[src/rtl/phtr_ram.sv]
module phtr_ram #(
   parameter int WIDTH = 8,
   parameter int DEPTH = 2
) (
   input  logic                                   clock,
   input  logic                                   wr_en,
   input  logic [(DEPTH > 1 ? $clog2(DEPTH) : 1)-1:0] wr_addr,
   input  logic [WIDTH-1:0]                       wr_data,
   input  logic                                   rd_en,
   input  logic [(DEPTH > 1 ? $clog2(DEPTH) : 1)-1:0] rd_addr,
   output logic [WIDTH-1:0]                       rd_data
);

   logic [WIDTH-1:0] mem [DEPTH];
   logic [WIDTH-1:0] rd_data_ff;

   always_ff @(posedge clock) begin
      if (wr_en) begin
         mem[wr_addr] <= wr_data;
      end
      if (rd_en) begin
         rd_data_ff <= mem[rd_addr];
      end
   end

   assign rd_data = rd_data_ff;

endmodule

[config.mk]
export PLATFORM = sky130hd
export DESIGN_NAME = phtr_ram
export DESIGN_NICKNAME = d
export VERILOG_FILES = /design/src/rtl/phtr_ram.sv
export SDC_FILE = /design/constraint.sdc
export NUM_CORES = 1
export LEC_CHECK = 0
export BUFFER_PORTS_ARGS = -buffer_cell sky130_fd_sc_hd__buf_2
export CAP_MARGIN = 30
export CELL_PAD_IN_SITES_DETAIL_PLACEMENT = 0
export CELL_PAD_IN_SITES_GLOBAL_PLACEMENT = 1
export CORE_ASPECT_RATIO = 1.5
export CORE_MARGIN = 2
export CORE_UTILIZATION = 32
export CTS_CLUSTER_SIZE = 28
export DETAILED_ROUTE_END_ITERATION = 16
export GPL_ROUTABILITY_DRIVEN = 0
export PLACE_DENSITY_LB_ADDON = 0.1
export REMOVE_ABC_BUFFERS = 1
export SETUP_SLACK_MARGIN = 0.4
export SYNTH_ARGS = -nofsm -noshare
export SYNTH_HDL_FRONTEND = slang
export SYNTH_SLANG_ARGS = --single-unit
[constraint.sdc]
create_clock -name clock -period 0.9 [get_ports clock]
set_input_delay 0.09 -clock clock [delete_from_list [all_inputs] [get_ports clock]]
set_output_delay 0.09 -clock clock [all_outputs]
set_load 0.02 [all_outputs]
== After elaboration in Yosys (flattened, before gate mapping) ==
Memory sizes are Yosys's and may differ from the RTL's. A register that Yosys moved wholly into a read port is not among the register bits.
Index checks and enable logic that the tools add are counted.
Word-level totals
  register bits: 0
  memory bits (writable): 16
  memories: 1
  input bits: 13
  logic and storage cells: 3
  output and inout port bits: 8
Operators by class
  mux-type cells: 2
Memories
  mem: depth 2, bits a word 8, read ports 1, clocked after Yosys merged registers in 1, write ports 1, RTL line 14  | logic [WIDTH-1:0] mem [DEPTH];
Operators with widths (count)
  1-bit 2-to-1 mux: 2

== Longest topological paths before layout ==
Gate-level depths: netlist of run 1.
  depth in word-level cells: 2
  depth in mapped cells: 2
  depth with buffers taken out: 1

== Worst setup path after synthesis of run 1 ==
No wires, ideal clock.
  path kind: input to register
  start: in wr_en
  end: mem mem[0][0] (enable)
  buffers on the path: 0
  stages: 1
  data arrival time: 0.510 ns
  library setup time: 0.373 ns
  path slack: 0.017 ns
  cell sequence: nor2b_1
On the way
  cells in the longest elaborated chain, start to end: 2
Ends and longest elaborated chain
  start: declaration: RTL line 6  | input logic wr_en,
  1-bit 2-to-1 mux: RTL line 18  | if (wr_en) begin
  1-bit 2-to-1 mux (implied by the code): RTL line 19  | mem[wr_addr] <= wr_data;
  end: declaration: RTL line 14
No other way between the ends.

== Worst setup path in the final report of run 1 ==
  start: mem mem[0][5]
  end: reg rd_data_ff[5], in the netlist rd_data[5], read port of mem (data pin)
RTL lines
  end: declaration: RTL line 15  | logic [WIDTH-1:0] rd_data_ff;
No word-level cell between the ends.

==> summary.md, run 1 <==
| Metric | Value |
|---|---|
| Sequential element share of the synthesized area | 83.4% |
| Synth area leaders | edfxtp_1, mux2_4, buf_6, and2_1, nor2b_1 |
| Crit path buffers/inverters | 0 |
| Reg-to-reg slack, setup | 0.007 ns |
| Post-CTS setup buffer count | 0 |
| Reg2reg end | rd_data[5]$_DFFE_PP_ |
| FF-to-FF Start | mem[0][5]$_DFFE_PP_ |
| # IOs | 21 |
| Max Cap Viol | 0 |
| Crit-path slowest cell | edfxtp_1 |
| Final setup vio count | 0 |
| Slowest stage delay, CP | 0.37 ns |
| CP startpoint kind | register |
| Drc violations | 0 |
| # clock sinks | 24 |
| H-tree Lvls | 1 |
| Largest fanout on the critical path | 1 |
| Fillers | 240 |
| Core area | 0.00262 mm2 |
| Placed cells | 92 |
| Maximum VDD drop | 870 uV |
| Clock Skew | 0.000536 ns |
| Worst setup EP type | register |
| Fin crit share | 99.2% |
| Area Overhead vs Synth | 28.7% |
| WL final | 1.20 mm |
| Hold Path Class | input port to register |
| Period minus WS final | 0.893 ns |
| DR WL/cell | 12.6 um |
| Pwr Density | 1940 mW/mm2 |
| Initial antenna violation count | 0 |
| Number of synthesized flops with an enable pin | 24 |
| Die W | 46.4 um |
| DR vias | 389 |
| Reg clk slew, reported paths | 0.08 ns |
| Grt ovf | 0 |
| Syn_area_per_cell | 24.7 um2 |
| RSZ-0062 raised after global routing | true |
| Crit path arrival time | 0.91 ns |
| Final Util | 42.5% |
| Die ar. | 0.00314 mm2 |
| Synthesized area | 865 um2 |
| Syn. warnings | 0 |
| Fmax | 1120 MHz |
| Main flop type after synthesis | edfxtp_1 |
| Most common cell in the netlist | edfxtp_1 |
| Port Buffers | 20 |
| Netlist cell types | 5 |
| Global-route wire length before repair | 1.96 mm |
| Status | complete, no violations |
| Hold EP | mem[0][1]$_DFFE_PP_ |
| Final Hold Fails | 0 |
| DIE HEIGHT | 67.7 um |
| Share of cells above drive strength 1 | 58.6% |
| Final total power | 2.16 mW |
| FP Rows | 23 |
| Clock Path Buffers | 2 |
| Total CTS buffers | 3 |
| Worst-path cell chain | mux2_4 |
| Skew-Pair Late Insertion Delay | 0.26 ns |
| Mapped Cells | 35 |
| Tot GR Track Use | 9.48% |
| Hold_buf cts | 0 |
| WHS Path Cells | 1 |
| Final Slew Violations | 0 |
| Crit-path leading delay family | flip-flops |
| Post-synth top area cell | edfxtp_1 |
| FF+latch count, synth | 24 |
| Antenna cell count | 0 |
| Vias per cell | 4.09 |
| CTS tree | done |
| Largest net degree at the start of global routing | 13 |
| Drt pass-1 iters | 2 |
| Vias in the first global route | 462 |
| Pleak | 0.426 nW |
| R2R depth | 1 |
| Asr flop ratio synth | 0% |
| Worst-Margin Slew | 0.243 ns |
| Drt initial violations | 2 |
| WP data required | 0.91 ns |
| Setup Crit Path Kind | register to register |
| Start point of the worst min-delay path | wr_data[1] |
| CTS root buf | clkbuf_8 |
| Synth top area share | 83.4% |
| # nets final | 73 |
| Post-synth top cells | edfxtp_1, mux2_4, and2_1, buf_6, nor2b_1 |
| DRT antenna net count | 0 |
| Final Non-Filler Cells | 95 |
| Worst rel slew slack | 83.8% |
| Initial Util | 33.0% |
## power breakdown
part	internal (mW)	leakage, nW	switching (mW)
clock network	0.298	0.0216	0.297
logic	0.123	0.176	0.0923
registers	1.32	0.228	0.0258
total	1.74	0.426	0.415
## state kept, by name, summed over array words and instances, names as in the netlist
name and count:
mem 16, rd_data 8
## per-layer routing
metal	track usage [%]	share of wire [%]
met5	0	0
met4	6.43	2.4
met3	2.41	5.2
met2	17.4	57
met1	8.49	36
## worst max path at each step
| stage | start | endpoint | cells past startpoint | slack (ns) |
|---|---|---|---|---|
| 5_1_grt | mem[0][5]$_DFFE_PP_ | rd_data[5]$_DFFE_PP_ | 1 | -0.03 |
| 2_1_floorplan | wr_en | mem[0][0]$_DFFE_PP_ | 1 | 0.02 |
| 4_1_cts | mem[0][3]$_DFFE_PP_ | rd_data[3]$_DFFE_PP_ | 1 | -0.006 |
| 3_5_place_dp | rd_addr | rd_data[6]$_DFFE_PP_ | 2 | -0.03 |
| 6_report | mem[0][5]$_DFFE_PP_ | rd_data[5]$_DFFE_PP_ | 1 | 0.007 |
| 3_3_place_gp | rd_addr | rd_data[1]$_DFFE_PP_ | 2 | -0.002 |
## layout by cell type (no fill, tap or decap), drive strengths merged
cell type  netlist  layout
edfxtp          24      24
buf              1      21
mux2             8       8
clkbuf           0       3
nor2b            1       1
and2             1       1
## metrics by stage
step | hold slack (ns) | setup slack [ns] | area [um2] | setup TNS [ns]
floorplan | 0.189 | 0.0166 | 853 | 0
global placement | 0.277 | -0.00212 | 1010 | -0.00974
detailed placement | 0.281 | -0.0273 | 1010 | -0.181
CTS | 0.0104 | -0.00571 | 1090 | -0.0116
global route | 0.00311 | -0.0302 | 1110 | -0.195
finish | 0.0203 | 0.00693 | 1110 | 0
## repair_timing
action | 4_1_cts | 5_1_grt
setup endpoints to repair | 24 | 24
gates resized for setup | 15 | 5
pin swaps | 0 | 0
## cell type report
type                    instances  area, um2  area share [%]
well taps                      37       46.3            4.16
flip-flops and latches         24        721            64.8
repair buffers                 21        168            15.1
multi-input cells              10        136            12.3
clock buffers                   3       41.3            3.71
## logic make-up (layout without fill, tap and decap cells)
family	count (synthesis)	after routing	synth area share [%]
multiplexers	8	8	13.9
AND/OR/NAND/NOR	2	2	1.45
flip-flops	24	24	83.4
buffers and inverters	1	24	1.30
Power figures use the tool's default switching activity.
==> run 2, diff against run 1 <==
--- a/config.mk
+++ b/config.mk
@@ -17,7 +17,6 @@
 export GPL_ROUTABILITY_DRIVEN = 0
 export PLACE_DENSITY_LB_ADDON = 0.1
 export REMOVE_ABC_BUFFERS = 1
-export SETUP_SLACK_MARGIN = 0.4
 export SYNTH_ARGS = -nofsm -noshare
 export SYNTH_HDL_FRONTEND = slang
 export SYNTH_SLANG_ARGS = --single-unit
==> summary.md, run 2 (synthesis gave the netlist of run 1 again) <==
| Metric | Value |
|---|---|
| Dpl ws | -0.0273 ns (unchanged) |
| Die ar. | 0.00314 mm2 (unchanged) |
| Drt initial violations | 0 (-2) |
| Worst-Margin Slew | 0.388 ns (+0.145 ns) |
| CTS root buf | clkbuf_8 |
| Fin crit share | 99.2% (about the same) |
| DIE HEIGHT | 67.7 um (unchanged) |
| Period minus WS final | 0.893 ns (+0.0000609 ns) |
| DR vias | 378 (-2.8%) |
| Commonest non-fill, non-tap cell in the layout | edfxtp_1 |
| Largest net degree at the start of global routing | 13 (unchanged) |
| Area Overhead vs Synth | 24.9% |
| Commonest cells after routing, fill and taps aside | edfxtp_1, buf_2, mux2_4 |
| Largest register by flop count | mem |
| Share of cells above drive strength 1 | 55.2% (-3.4 points) |
| Slowest stage delay, CP | 0.38 ns (about the same) |
| RSZ-0062 raised after global routing | true |
| Total CTS buffers | 3 (unchanged) |
| Drt pass-1 iters | 1 (-1) |
| Hold_buf cts | 0 (unchanged) |
| WP data required | 0.91 ns (about the same) |
| Reg clk slew, reported paths | 0.08 ns (about the same) |
| Crit-path leading delay family | flip-flops |
| Met2 wire len | 674 um (-0.88%) |
| Final Slew Violations | 0 (unchanged) |
| Metal3 WL | 73 um (+18%) |
| Reg-to-reg slack, setup | 0.007 ns (about the same) |
| Worst rel slew slack | 74.2% (-9.7 points) |
| Largest fanout on the critical path | 1 (unchanged) |
| Drc violations | 0 (unchanged) |
| Crit-path slowest cell | edfxtp_1 |
| Clock Path Buffers | 2 (unchanged) |
| Final Util | 41.2% (-1.2 points) |
| Hold Path Class | input port to register |
| # nets final | 73 (unchanged) |
| Crit path arrival time | 0.91 ns (about the same) |
| Top layer used by detailed routing | met4 |
| WL final | 1.19 mm (-0.67%) |
| Final setup vio count | 0 (unchanged) |
| Worst-path cell chain | mux2_4 |
| Vias per cell | 3.98 (-2.8%) |
| WL met1 | 416 um (-2.8%) |
| Global-route wire length before repair | 1.93 mm (-1.7%) |
| Fillers | 242 (+0.83%) |
| Final Hold Fails | 0 (unchanged) |
| Fmax | 1120 MHz (about the same) |
| Initial antenna violation count | 0 (unchanged) |
| DRT antenna net count | 0 (unchanged) |
| Core area | 0.00262 mm2 (unchanged) |
| Port Buffers | 20 (unchanged) |
| # clock sinks | 24 (unchanged) |
| Antenna cell count | 0 (unchanged) |
| CTS tree | done |
| Status | complete, no violations |
| Initial Util | 33.0% (unchanged) |
| H-tree Lvls | 1 (unchanged) |
| Vias in the first global route | 446 (-3.5%) |
| Post-CTS setup buffer count | 0 (unchanged) |
| Skew-Pair Late Insertion Delay | 0.26 ns (about the same) |
| # IOs | 21 (unchanged) |
| Max Cap Viol | 0 (unchanged) |
| Max reg flops | 16 (unchanged) |
| Crit path buffers/inverters | 0 (unchanged) |
| Pwr Density | 1980 mW/mm2 (+1.9%) |
| Worst setup EP type | register |
| Final Worst Setup Slack | 0.00687 ns (-0.0000609 ns) |
| Post_cts resized | 2 (-13) |
| FP Rows | 23 (unchanged) |
| Setup Crit Path Kind | register to register |
| Tot GR Track Use | 9.32% (-0.16 points) |
| Maximum VDD drop | 871 uV (about the same) |
| Clock Skew | 0.000533 ns (-0.00000336 ns) |
| Grt ovf | 0 (unchanged) |
| CP startpoint kind | register |
| Die W | 46.4 um (unchanged) |
| Pleak | 0.415 nW (-2.6%) |
| DR WL/cell | 12.6 um (-0.67%) |
-- run 2: changes by cell type in the layout (fill, tap and decap cells not counted) --
cell	previous run	this run
and2_2	1	0
buf_2	11	15
buf_6	10	5
and2_1	0	1
nor2b_1	0	1
nor2b_2	1	0
buf_4	0	1
-- run 2: power breakdown --
group          internal, mW  switching [mW]  total, mW
clock                 0.298           0.293      0.591
combinational         0.106          0.0917      0.198
sequential             1.32          0.0236       1.34
-- run 2: layout make-up --
class	count	area [um2]	share of cell area (%)
multi-input cells	10	133	12.3
flip-flops and latches	24	721	66.7
well taps	37	46.3	4.29
clock buffers	3	41.3	3.82
repair buffers	21	139	12.9
-- run 2: routing by layer --
| layer | global-route usage, % | vias up |
|---|---|---|
| met2 | 16.7 | 21 |
| met5 | 0 | - |
| li1 | - | 183 |
| met3 | 2.41 | 4 |
| met1 | 8.67 | 170 |
| met4 | 6.43 | 0 |
-- run 2: worst paths after layout --
path                       start              endpoint  cells after the start
max          mem[0][5]$_DFFE_PP_  rd_data[5]$_DFFE_PP_                      1
min                   wr_data[5]   mem[1][5]$_DFFE_PP_                      1
max reg2reg  mem[0][5]$_DFFE_PP_  rd_data[5]$_DFFE_PP_                      1
min reg2reg  mem[0][4]$_DFFE_PP_  rd_data[4]$_DFFE_PP_                      1
-- run 2: stage by stage --
step	power, mW	instances	setup TNS (ns)	hold slack, ns	instance area [um2]
final	2.13	95	0	0.0219	1080
after global routing	2.23	95	-0.194	0.00311	1080
after CTS	2.15	95	-0.0116	0.0104	1050
after detailed placement	1.55	92	-0.181	0.281	1010
after global placement	1.53	92	-0.00974	0.277	1010
after floorplan	1.46	34	0	0.189	853
