--- src/rtl/phtr_pkg.sv ---
package phtr_pkg;

   localparam int DEF_RING_DEPTH = 1024;
   localparam int DEF_NUM_TAGS   = 64;
   localparam int RESULT_CAP     = 64;

   localparam int MODE_W   = 1;
   localparam int TAG_IN_W = 6;
   localparam int VALUE_W  = 64;
   localparam int QUAL_W   = 8;
   localparam int TIME_W   = 48;
   localparam int LIMIT_W  = 7;
   localparam int REC_W    = VALUE_W + QUAL_W + TIME_W;

   localparam logic [LIMIT_W-1:0] MAX_POINTS_RST = LIMIT_W'(RESULT_CAP);

   localparam logic [MODE_W-1:0] MODE_WRITE = 1'b0;
   localparam logic [MODE_W-1:0] MODE_QUERY = 1'b1;

   typedef enum logic [2:0] {
      ST_CLEAR,
      ST_IDLE,
      ST_LOOKUP,
      ST_SCAN,
      ST_FINISH
   } state_type;

   typedef struct packed {
      logic [VALUE_W-1:0] value;
      logic [QUAL_W-1:0]  quality;
      logic [TIME_W-1:0]  stamp;
   } record_type;

endpackage

--- src/rtl/phtr_cmp.sv ---
module phtr_cmp (
   input  logic [phtr_pkg::TIME_W-1:0] stamp,
   input  logic [phtr_pkg::TIME_W-1:0] win_start,
   input  logic [phtr_pkg::TIME_W-1:0] win_end,
   output logic                        match
);
   import phtr_pkg::*;

   // Both window bounds are inclusive.
   assign match = (stamp >= win_start) && (stamp <= win_end);

endmodule

--- config.mk ---
export PLATFORM = sky130hd
export DESIGN_NAME = phtr_cmp
export DESIGN_NICKNAME = d
export VERILOG_FILES = /design/src/rtl/phtr_pkg.sv /design/src/rtl/phtr_cmp.sv
export SDC_FILE = /design/constraint.sdc
export NUM_CORES = 1
export LEC_CHECK = 0
export BUFFER_PORTS_ARGS = -buffer_cell sky130_fd_sc_hd__buf_2
export CAP_MARGIN = 10
export CORE_UTILIZATION = 47
export DETAILED_ROUTE_END_ITERATION = 8
export PLACE_DENSITY = 0.81
export SLEW_MARGIN = 20
export SYNTH_ARGS = -nofsm -noshare
export SYNTH_HDL_FRONTEND = slang
export SYNTH_SLANG_ARGS = --single-unit
--- constraint.sdc ---
create_clock -name vclk -period 2.55
set_clock_uncertainty 0.05 [all_clocks]
set_input_delay 0.3825 -clock vclk [all_inputs]
set_output_delay 0.3825 -clock vclk [all_outputs]
set_load 0.01 [all_outputs]
# Yosys cells after proc, flatten, opt, wreduce, memory -nomap -nowiden
# Cells that the tools add are included.
[op_classes]
n_lt_le_gt_ge = 2
reduce_logical = 1
[ops]
columns = ["cell", "n"]
rows = [
  ["48-bit >= comparator", 1],
  ["48-bit less-or-equal comparator", 1],
  ["1-bit logical AND", 1],
]
[word_totals]
ff_bits = 0
inputBits = 144
output_inout_bits = 1

# Logic depth before layout (Yosys ltp)
# Gate-level depths: netlist of the first run.
[depth]
word_depth = 2
depth_mapped = 8

# Worst setup path before layout of the first run
# OpenSTA, ideal clock, no wires.
[synth_timing]
kind = "input-to-output"
start = "input win_end[29] (netlist bit)"
end = "output match"
arrival_time_ns = 1.724
required_time_ns = 2.118
setup_slack_ns = 0.394
path_stages = 8
path_buffers = 0
cell_sequence = "inv_1 ha_1 nand4_2 nor4_2 and3_1 and2_1 o22ai_1 nor4_2"
[synth_via]
elab_chain_cells = 2
[synth_rtl]
columns = ["item", "line", "text"]
rows = [
  ["start, declared", "phtr_cmp.sv:4", "input logic [phtr_pkg::TIME_W-1:0] win_end,"],
  ["48-bit less-or-equal comparator", "phtr_cmp.sv:10", "assign match = (stamp >= win_start) && (stamp <= win_end);"],
  ["1-bit logical AND", "phtr_cmp.sv:10", ""],
  ["end, declared", "phtr_cmp.sv:5", "output logic match"],
]
# Every way passes these cells.

# Worst setup path after layout of the first run
[layout_timing]
start = "input win_end[30] (netlist bit)"
end = "output match"
# Same word-level chain as after synthesis.

==> summary.md, run 1 <==
| Metric | Value |
|---|---|
| Hold path endpoint | match |
| Net count of the finished layout | 737 |
| Placeable core region | 5070 sq um |
| Worst hold path class | primary input to primary output |
| Clock buffer count in the final layout | 0 |
| Overflow left after global routing | 0 |
| Startpoint types | primary input |
| Relative max-transition margin | 75.5% |
| Fraction of layout cells with a size suffix above 1 | 34.9% |
| IO Count | 145 |
| Vias after detailed routing | 2,850 |
| DRT iter0 DRCs | 55 |
| Final HPWL from detailed placement | 6020 um |
| Result of the run | finished, final reports clean |
| Diode count | 0 |
| Register area share after synthesis | 0% |
| Most common library cell in the layout ignoring fill and taps | sky130_fd_sc_hd__buf_2 |
| Number of global-route vias before repair | 2,599 |
| Number of hold-slack violations in the final timing report | 0 |
| Tot GR Track Use | 22.8% |
| Port Buffer Count | 145 |
| Area of placed instances | 3330 sq um |
| Post-detailed-route wirelength per cell | 11.9 um |
| Final Core Density | 67.8% |
| First-pass DRT Iterations | 4 |
| Worst min-delay path startpoint | stamp[31] |
| Initial antenna violation count | 0 |
| Number of nets produced by synthesis | 583 |
| Pin count of the biggest net entering global routing | 5 |
| Vias per std cell | 5.04 |
| Sequential cell area | 0 sq um |
| Worst Hold Path Cells | 7 |
| Period utilisation layout | 96.0% |
| Syn Inst Count | 343 |
| Number of design rule violations left after detail routing | 0 |
| Full die area | 5550 sq um |
| Max cap viols | 0 |
| Yosys warning count | 0 |
| Leading cell types in the layout, fill and taps excluded | 145 x sky130_fd_sc_hd__buf_2, 97 x sky130_fd_sc_hd__inv_1, 92 x sky130_fd_sc_hd__ha_1 |
| Standby leakage power | 0.00220 uW |
| Setup violation total in the final timing report | 0 |
| Netlist area before placement | 2470 sq um |
| Worst path arrival time | 2020 ps |
| Tmin final | 2450 ps |
| Final Slew Violations | 0 |
| Routed wire length | 6700 um |
| RSZ-0062 raised after global routing | true |
| Final weighted congestion in routability-driven placement | 0.840 |
| Sum Neg Setup Slack | 0 ps |
| Synthesized area per cell | 7.21 sq um |
| Max Clk Rate | 408 MHz |
| Syn-to-layout area delta | 39.2% |
| Post-CTS Hold Fix Bufs | 0 |
| Post-route cell area | 3440 sq um |
| Initial Util | 48.7% |
| Width of the die | 74.5 um |
| Die span in y | 74.5 um |
| Total placed cells including tap cells | 564 |
| Power per standard cell area | 148 nW/um^2 |
| Max Fanout on Critical Path | 3 |
| CP Class | primary input to primary output |
| Largest voltage drop on the vdd net | 0.0000825 V |
| Total number of placement rows | 26 |
| Number of library cell types mapped by synthesis | 33 |
| Crit. End Element | primary output |
| Post-route antenna net violation count | 0 |
| FFs & Latches | 0 |
| Post-route insts no fill | 565 |
| Global-route wire length before repair | 10,300 um |
| Worst EP required | 2120 ps |
| Slew at the pin closest to its max-slew limit | 358 ps |
[synthesized netlist by cell type, types with 2 or more instances]
cell	instances	area share, %
sky130_fd_sc_hd__a21oi_1	39	7.9
sky130_fd_sc_hd__nor2b_1	2	0.51
sky130_fd_sc_hd__nor3_1	3	0.61
sky130_fd_sc_hd__inv_1	97	15
sky130_fd_sc_hd__nand3_1	10	2.0
sky130_fd_sc_hd__and3_1	3	0.76
sky130_fd_sc_hd__o21ai_1	3	0.61
sky130_fd_sc_hd__and4_1	3	1.1
sky130_fd_sc_hd__nand2_1	25	3.8
sky130_fd_sc_hd__nor2_1	4	0.61
sky130_fd_sc_hd__a21o_1	7	2.1
sky130_fd_sc_hd__nand2b_1	2	0.51
sky130_fd_sc_hd__a211oi_1	2	0.61
sky130_fd_sc_hd__o21ai_0	9	1.8
sky130_fd_sc_hd__a221oi_1	5	1.8
sky130_fd_sc_hd__ha_1	96	49
sky130_fd_sc_hd__nor4_2	2	1.0
sky130_fd_sc_hd__nand4_2	5	2.5
sky130_fd_sc_hd__nand4_1	12	3.0
[power by group]
group          switching [uW]  internal (uW)  leakage (uW)
clock                       0              0             0
combinational             257            253       0.00220
sequential                  0              0             0
total                     257            253       0.00220
[what timing repair did]
item,4_1_cts,5_1_grt
setup endpoints to repair,1,1
setup buffers,0,1
pin swaps,0,4
gates resized for setup,1,12
cloned,0,0
[final cells by class]
class | count | area (sq um)
multi-input combinational | 246 | 2210
fill | 440 | 1630
timing repair buffer | 152 | 778
inverter | 97 | 364
tap | 70 | 87.6
[metrics by stage]
stage	total power [uW]	setup WS, ps	hold slack (ps)
after floorplan	278	394	1100
after global placement	460	45.1	1400
after detailed placement	481	2.22	1430
after CTS	486	29.3	1430
after global routing	585	-15.6	1450
final	510	101	1420
[metal layers]
metal  track usage [%]  part of all wire, %  vias to the layer above
met3             0.678                  4.3                        2
met4              2.10                 0.42                        0
met5                 0                    0                        -
met1              25.9                   42                     1258
met2              47.4                   53                       88
li1                  -                    -                     1502
[how the worst max path moves through the flow]
stage                     cells after the start         from     to  slack [ps]
after floorplan                               8  win_end[29]  match         390
after global placement                        9    stamp[27]  match          50
after detailed placement                      9    stamp[27]  match           2
after CTS                                     9    stamp[27]  match          30
after global routing                         10    stamp[15]  match         -20
final                                        10  win_end[30]  match         100
[worst max-delay path, stage by stage]
cell                      delay [ps]
sky130_fd_sc_hd__buf_2            80
sky130_fd_sc_hd__inv_1            40
sky130_fd_sc_hd__ha_1            340
sky130_fd_sc_hd__nand4_4         120
sky130_fd_sc_hd__nor4_4          330
sky130_fd_sc_hd__and3_4          220
sky130_fd_sc_hd__and2_4          130
sky130_fd_sc_hd__o22ai_2          70
sky130_fd_sc_hd__nor4_2          130
sky130_fd_sc_hd__buf_2           170
[logic make-up (layout without fill, tap and decap cells)]
logic type | count (synthesis) | after routing | share of synthesized area, %
buffers and inverters | 97 | 249 | 14.7
adder cells (fa/ha/maj) | 96 | 96 | 48.6
AO/OA/AOI/OAI | 75 | 75 | 18.1
AND/OR/NAND/NOR | 75 | 75 | 18.6
(Power assumes the default switching activity.)
==> run 2: changes to the inputs <==
Settings changed: CELL_PAD_IN_SITES_DETAIL_PLACEMENT set to 2, CELL_PAD_IN_SITES_GLOBAL_PLACEMENT set to 2, CORE_UTILIZATION 47 to 23, PLACE_DENSITY 0.81 to unset, PLACE_DENSITY_LB_ADDON set to 0.05.
==> run 2 against run 1 <==
Net effect: sequential share of layout area stayed put; via count is 1.5% higher; first-iteration DRC count decreased by 71%; worst hold slack lost 31 ps; wire length up 23%; design area is 1.7% higher; largest cell class unchanged; largest power group unchanged.
==> summary.md, run 2 (synthesized netlist as in run 1, its figures left out) <==
| Metric | Value |
|---|---|
| Result of the run | finished, final reports clean (unchanged) |
| Diode count | 0 (unchanged) |
| Max cap viols | 0 (unchanged) |
| Initial antenna violation count | 1 (was 0) |
| Max Fanout on Critical Path | 2 (was 3) |
| Relative max-transition margin | 76.6% (was 75.5%) |
| Largest voltage drop on the vdd net | 0.0000451 V (was 0.0000825 V) |
| Vias after detailed routing | 2,892 (was 2,850) |
| Hold path endpoint | match (unchanged) |
| Worst Hold Path Cells | 6 (was 7) |
| Startpoint types | primary input (unchanged) |
| Area of placed instances | 3410 sq um (was 3330 sq um) |
| DRT iter0 DRCs | 16 (was 55) |
| Worst hold path class | primary input to primary output (unchanged) |
| Pin count of the biggest net entering global routing | 5 (unchanged) |
| Vias per std cell | 4.58 (was 5.04) |
| Width of the die | 106 um (was 74.5 um) |
| Sum Neg Setup Slack | 0 ps (unchanged) |
| Tmin final | 2440 ps (was 2450 ps) |
| Global-route wire length before repair | 13,700 um (was 10,300 um) |
| Power per standard cell area | 147 nW/um^2 (was 148 nW/um^2) |
| Final hold slack | 1390 ps (was 1420 ps) |
| Met3 Resource Use GR | 1.05% (was 0.678%) |
| Worst min-delay path startpoint | stamp[15] (was stamp[31]) |
| Full die area | 11,200 sq um (was 5550 sq um) |
| Number of hold-slack violations in the final timing report | 0 (unchanged) |
| Initial Util | 23.8% (was 48.7%) |
| Post-route antenna net violation count | 0 (unchanged) |
| Syn-to-layout area delta | 41.5% (was 39.2%) |
| Worst path arrival time | 2000 ps (was 2020 ps) |
| Final Core Density | 33.7% (was 67.8%) |
| Met2 track demand over resource in global routing | 28.4% (was 47.4%) |
| Period utilisation layout | 95.5% (was 96.0%) |
| Met1 Resource Use GR | 18.8% (was 25.9%) |
| Max Clk Rate | 410 MHz (was 408 MHz) |
| Post-route cell area | 3500 sq um (was 3440 sq um) |
| Number of global-route vias before repair | 3,111 (was 2,599) |
| Clock buffer count in the final layout | 0 (unchanged) |
| Total number of placement rows | 37 (was 26) |
| Post-detailed-route wirelength per cell | 13.1 um (was 11.9 um) |
| Tot GR Track Use | 14.7% (was 22.8%) |
| Fraction of layout cells with a size suffix above 1 | 34.1% (was 34.9%) |
| Crit. End Element | primary output (unchanged) |
| Final Slew Violations | 0 (unchanged) |
| Most common library cell in the layout ignoring fill and taps | sky130_fd_sc_hd__buf_2 (unchanged) |
| Final HPWL from detailed placement | 8070 um (was 6020 um) |
| Standby leakage power | 0.00220 uW (about the same) |
| Post-CTS Hold Fix Bufs | 0 (unchanged) |
| Sequential cell area | 0 sq um (unchanged) |
| First-pass DRT Iterations | 3 (was 4) |
| Total placed cells including tap cells | 630 (was 564) |
| Final weighted congestion in routability-driven placement | 0.743 (was 0.840) |
| Placeable core region | 10,400 sq um (was 5070 sq um) |
| Slew at the pin closest to its max-slew limit | 351 ps (was 358 ps) |
| RSZ-0062 raised after global routing | true (unchanged) |
| FFs & Latches | 0 (unchanged) |
| Overflow left after global routing | 0 (unchanged) |
| Net count of the finished layout | 737 (unchanged) |
| Routed wire length | 8240 um (was 6700 um) |
| Setup violation total in the final timing report | 0 (unchanged) |
| IO Count | 145 (unchanged) |
| Worst EP required | 2120 ps (about the same) |
| CP Class | primary input to primary output (unchanged) |
| Post-route insts no fill | 631 (was 565) |
| Number of design rule violations left after detail routing | 0 (unchanged) |
| Die span in y | 106 um (was 74.5 um) |
| Routing layer with the top usage in global route | met2 (unchanged) |
| Leading cell types in the layout, fill and taps excluded | 145 x sky130_fd_sc_hd__buf_2, 97 x sky130_fd_sc_hd__inv_1, 93 x sky130_fd_sc_hd__ha_1 (was 145 x sky130_fd_sc_hd__buf_2, 97 x sky130_fd_sc_hd__inv_1, 92 x sky130_fd_sc_hd__ha_1) |
| Port Buffer Count | 145 (unchanged) |
run 2: report_power, final:
part	total, uW	switching (uW)	internal (uW)
Sequential	0	0	0
Clock	0	0	0
Combinational	516	263	253
Total	516	263	253
run 2: worst max-delay path by stage:
| stage | start | to | slack [ps] | depth (start not counted) |
|---|---|---|---|---|
| global placement | stamp[15] | match | 5 | 9 |
| global route | win_end[17] | match | -30 | 10 |
| detailed placement | stamp[9] | match | -0.7 | 9 |
| CTS | stamp[9] | match | 1 | 9 |
| finish | stamp[31] | match | 110 | 9 |
| floorplan | win_end[29] | match | 390 | 8 |
run 2: worst max-delay path: stages:
cell and delay, ps:
sky130_fd_sc_hd__buf_2 110, sky130_fd_sc_hd__ha_1 340, sky130_fd_sc_hd__nand4_4 130, sky130_fd_sc_hd__nor4_4 320, sky130_fd_sc_hd__and3_1 210, sky130_fd_sc_hd__and2_1 130
sky130_fd_sc_hd__o22ai_1 80, sky130_fd_sc_hd__nor4_2 120, sky130_fd_sc_hd__buf_2 180
run 2: timing repair:
| item | in CTS | in global routing |
|---|---|---|
| resized for setup | 0 | 10 |
| hold endpoints to repair | 0 | 0 |
| pin swaps | 1 | 4 |
| setup endpoints to repair | 1 | 1 |
| setup buffers | 0 | 1 |
run 2: through the flow:
step | worst slack [ps] | power [uW]
after detailed placement | -0.725 | 510
after global placement | 4.99 | 493
final | 114 | 516
after global routing | -27.1 | 601
after floorplan | 394 | 278
after CTS | 1.09 | 514
run 2: layout make-up:
class	instances	area, sq um
fillers	1284	6870
inverters	97	364
multi-input cells	246	2190
well taps	136	170
repair buffers	152	778
run 2: per-layer routing:
layer  wire length (um)  vias up
li1                   -     1496
met1               3790     1313
met2               4050       79
met3                381        2
met4                  0        2
met5                 17        -
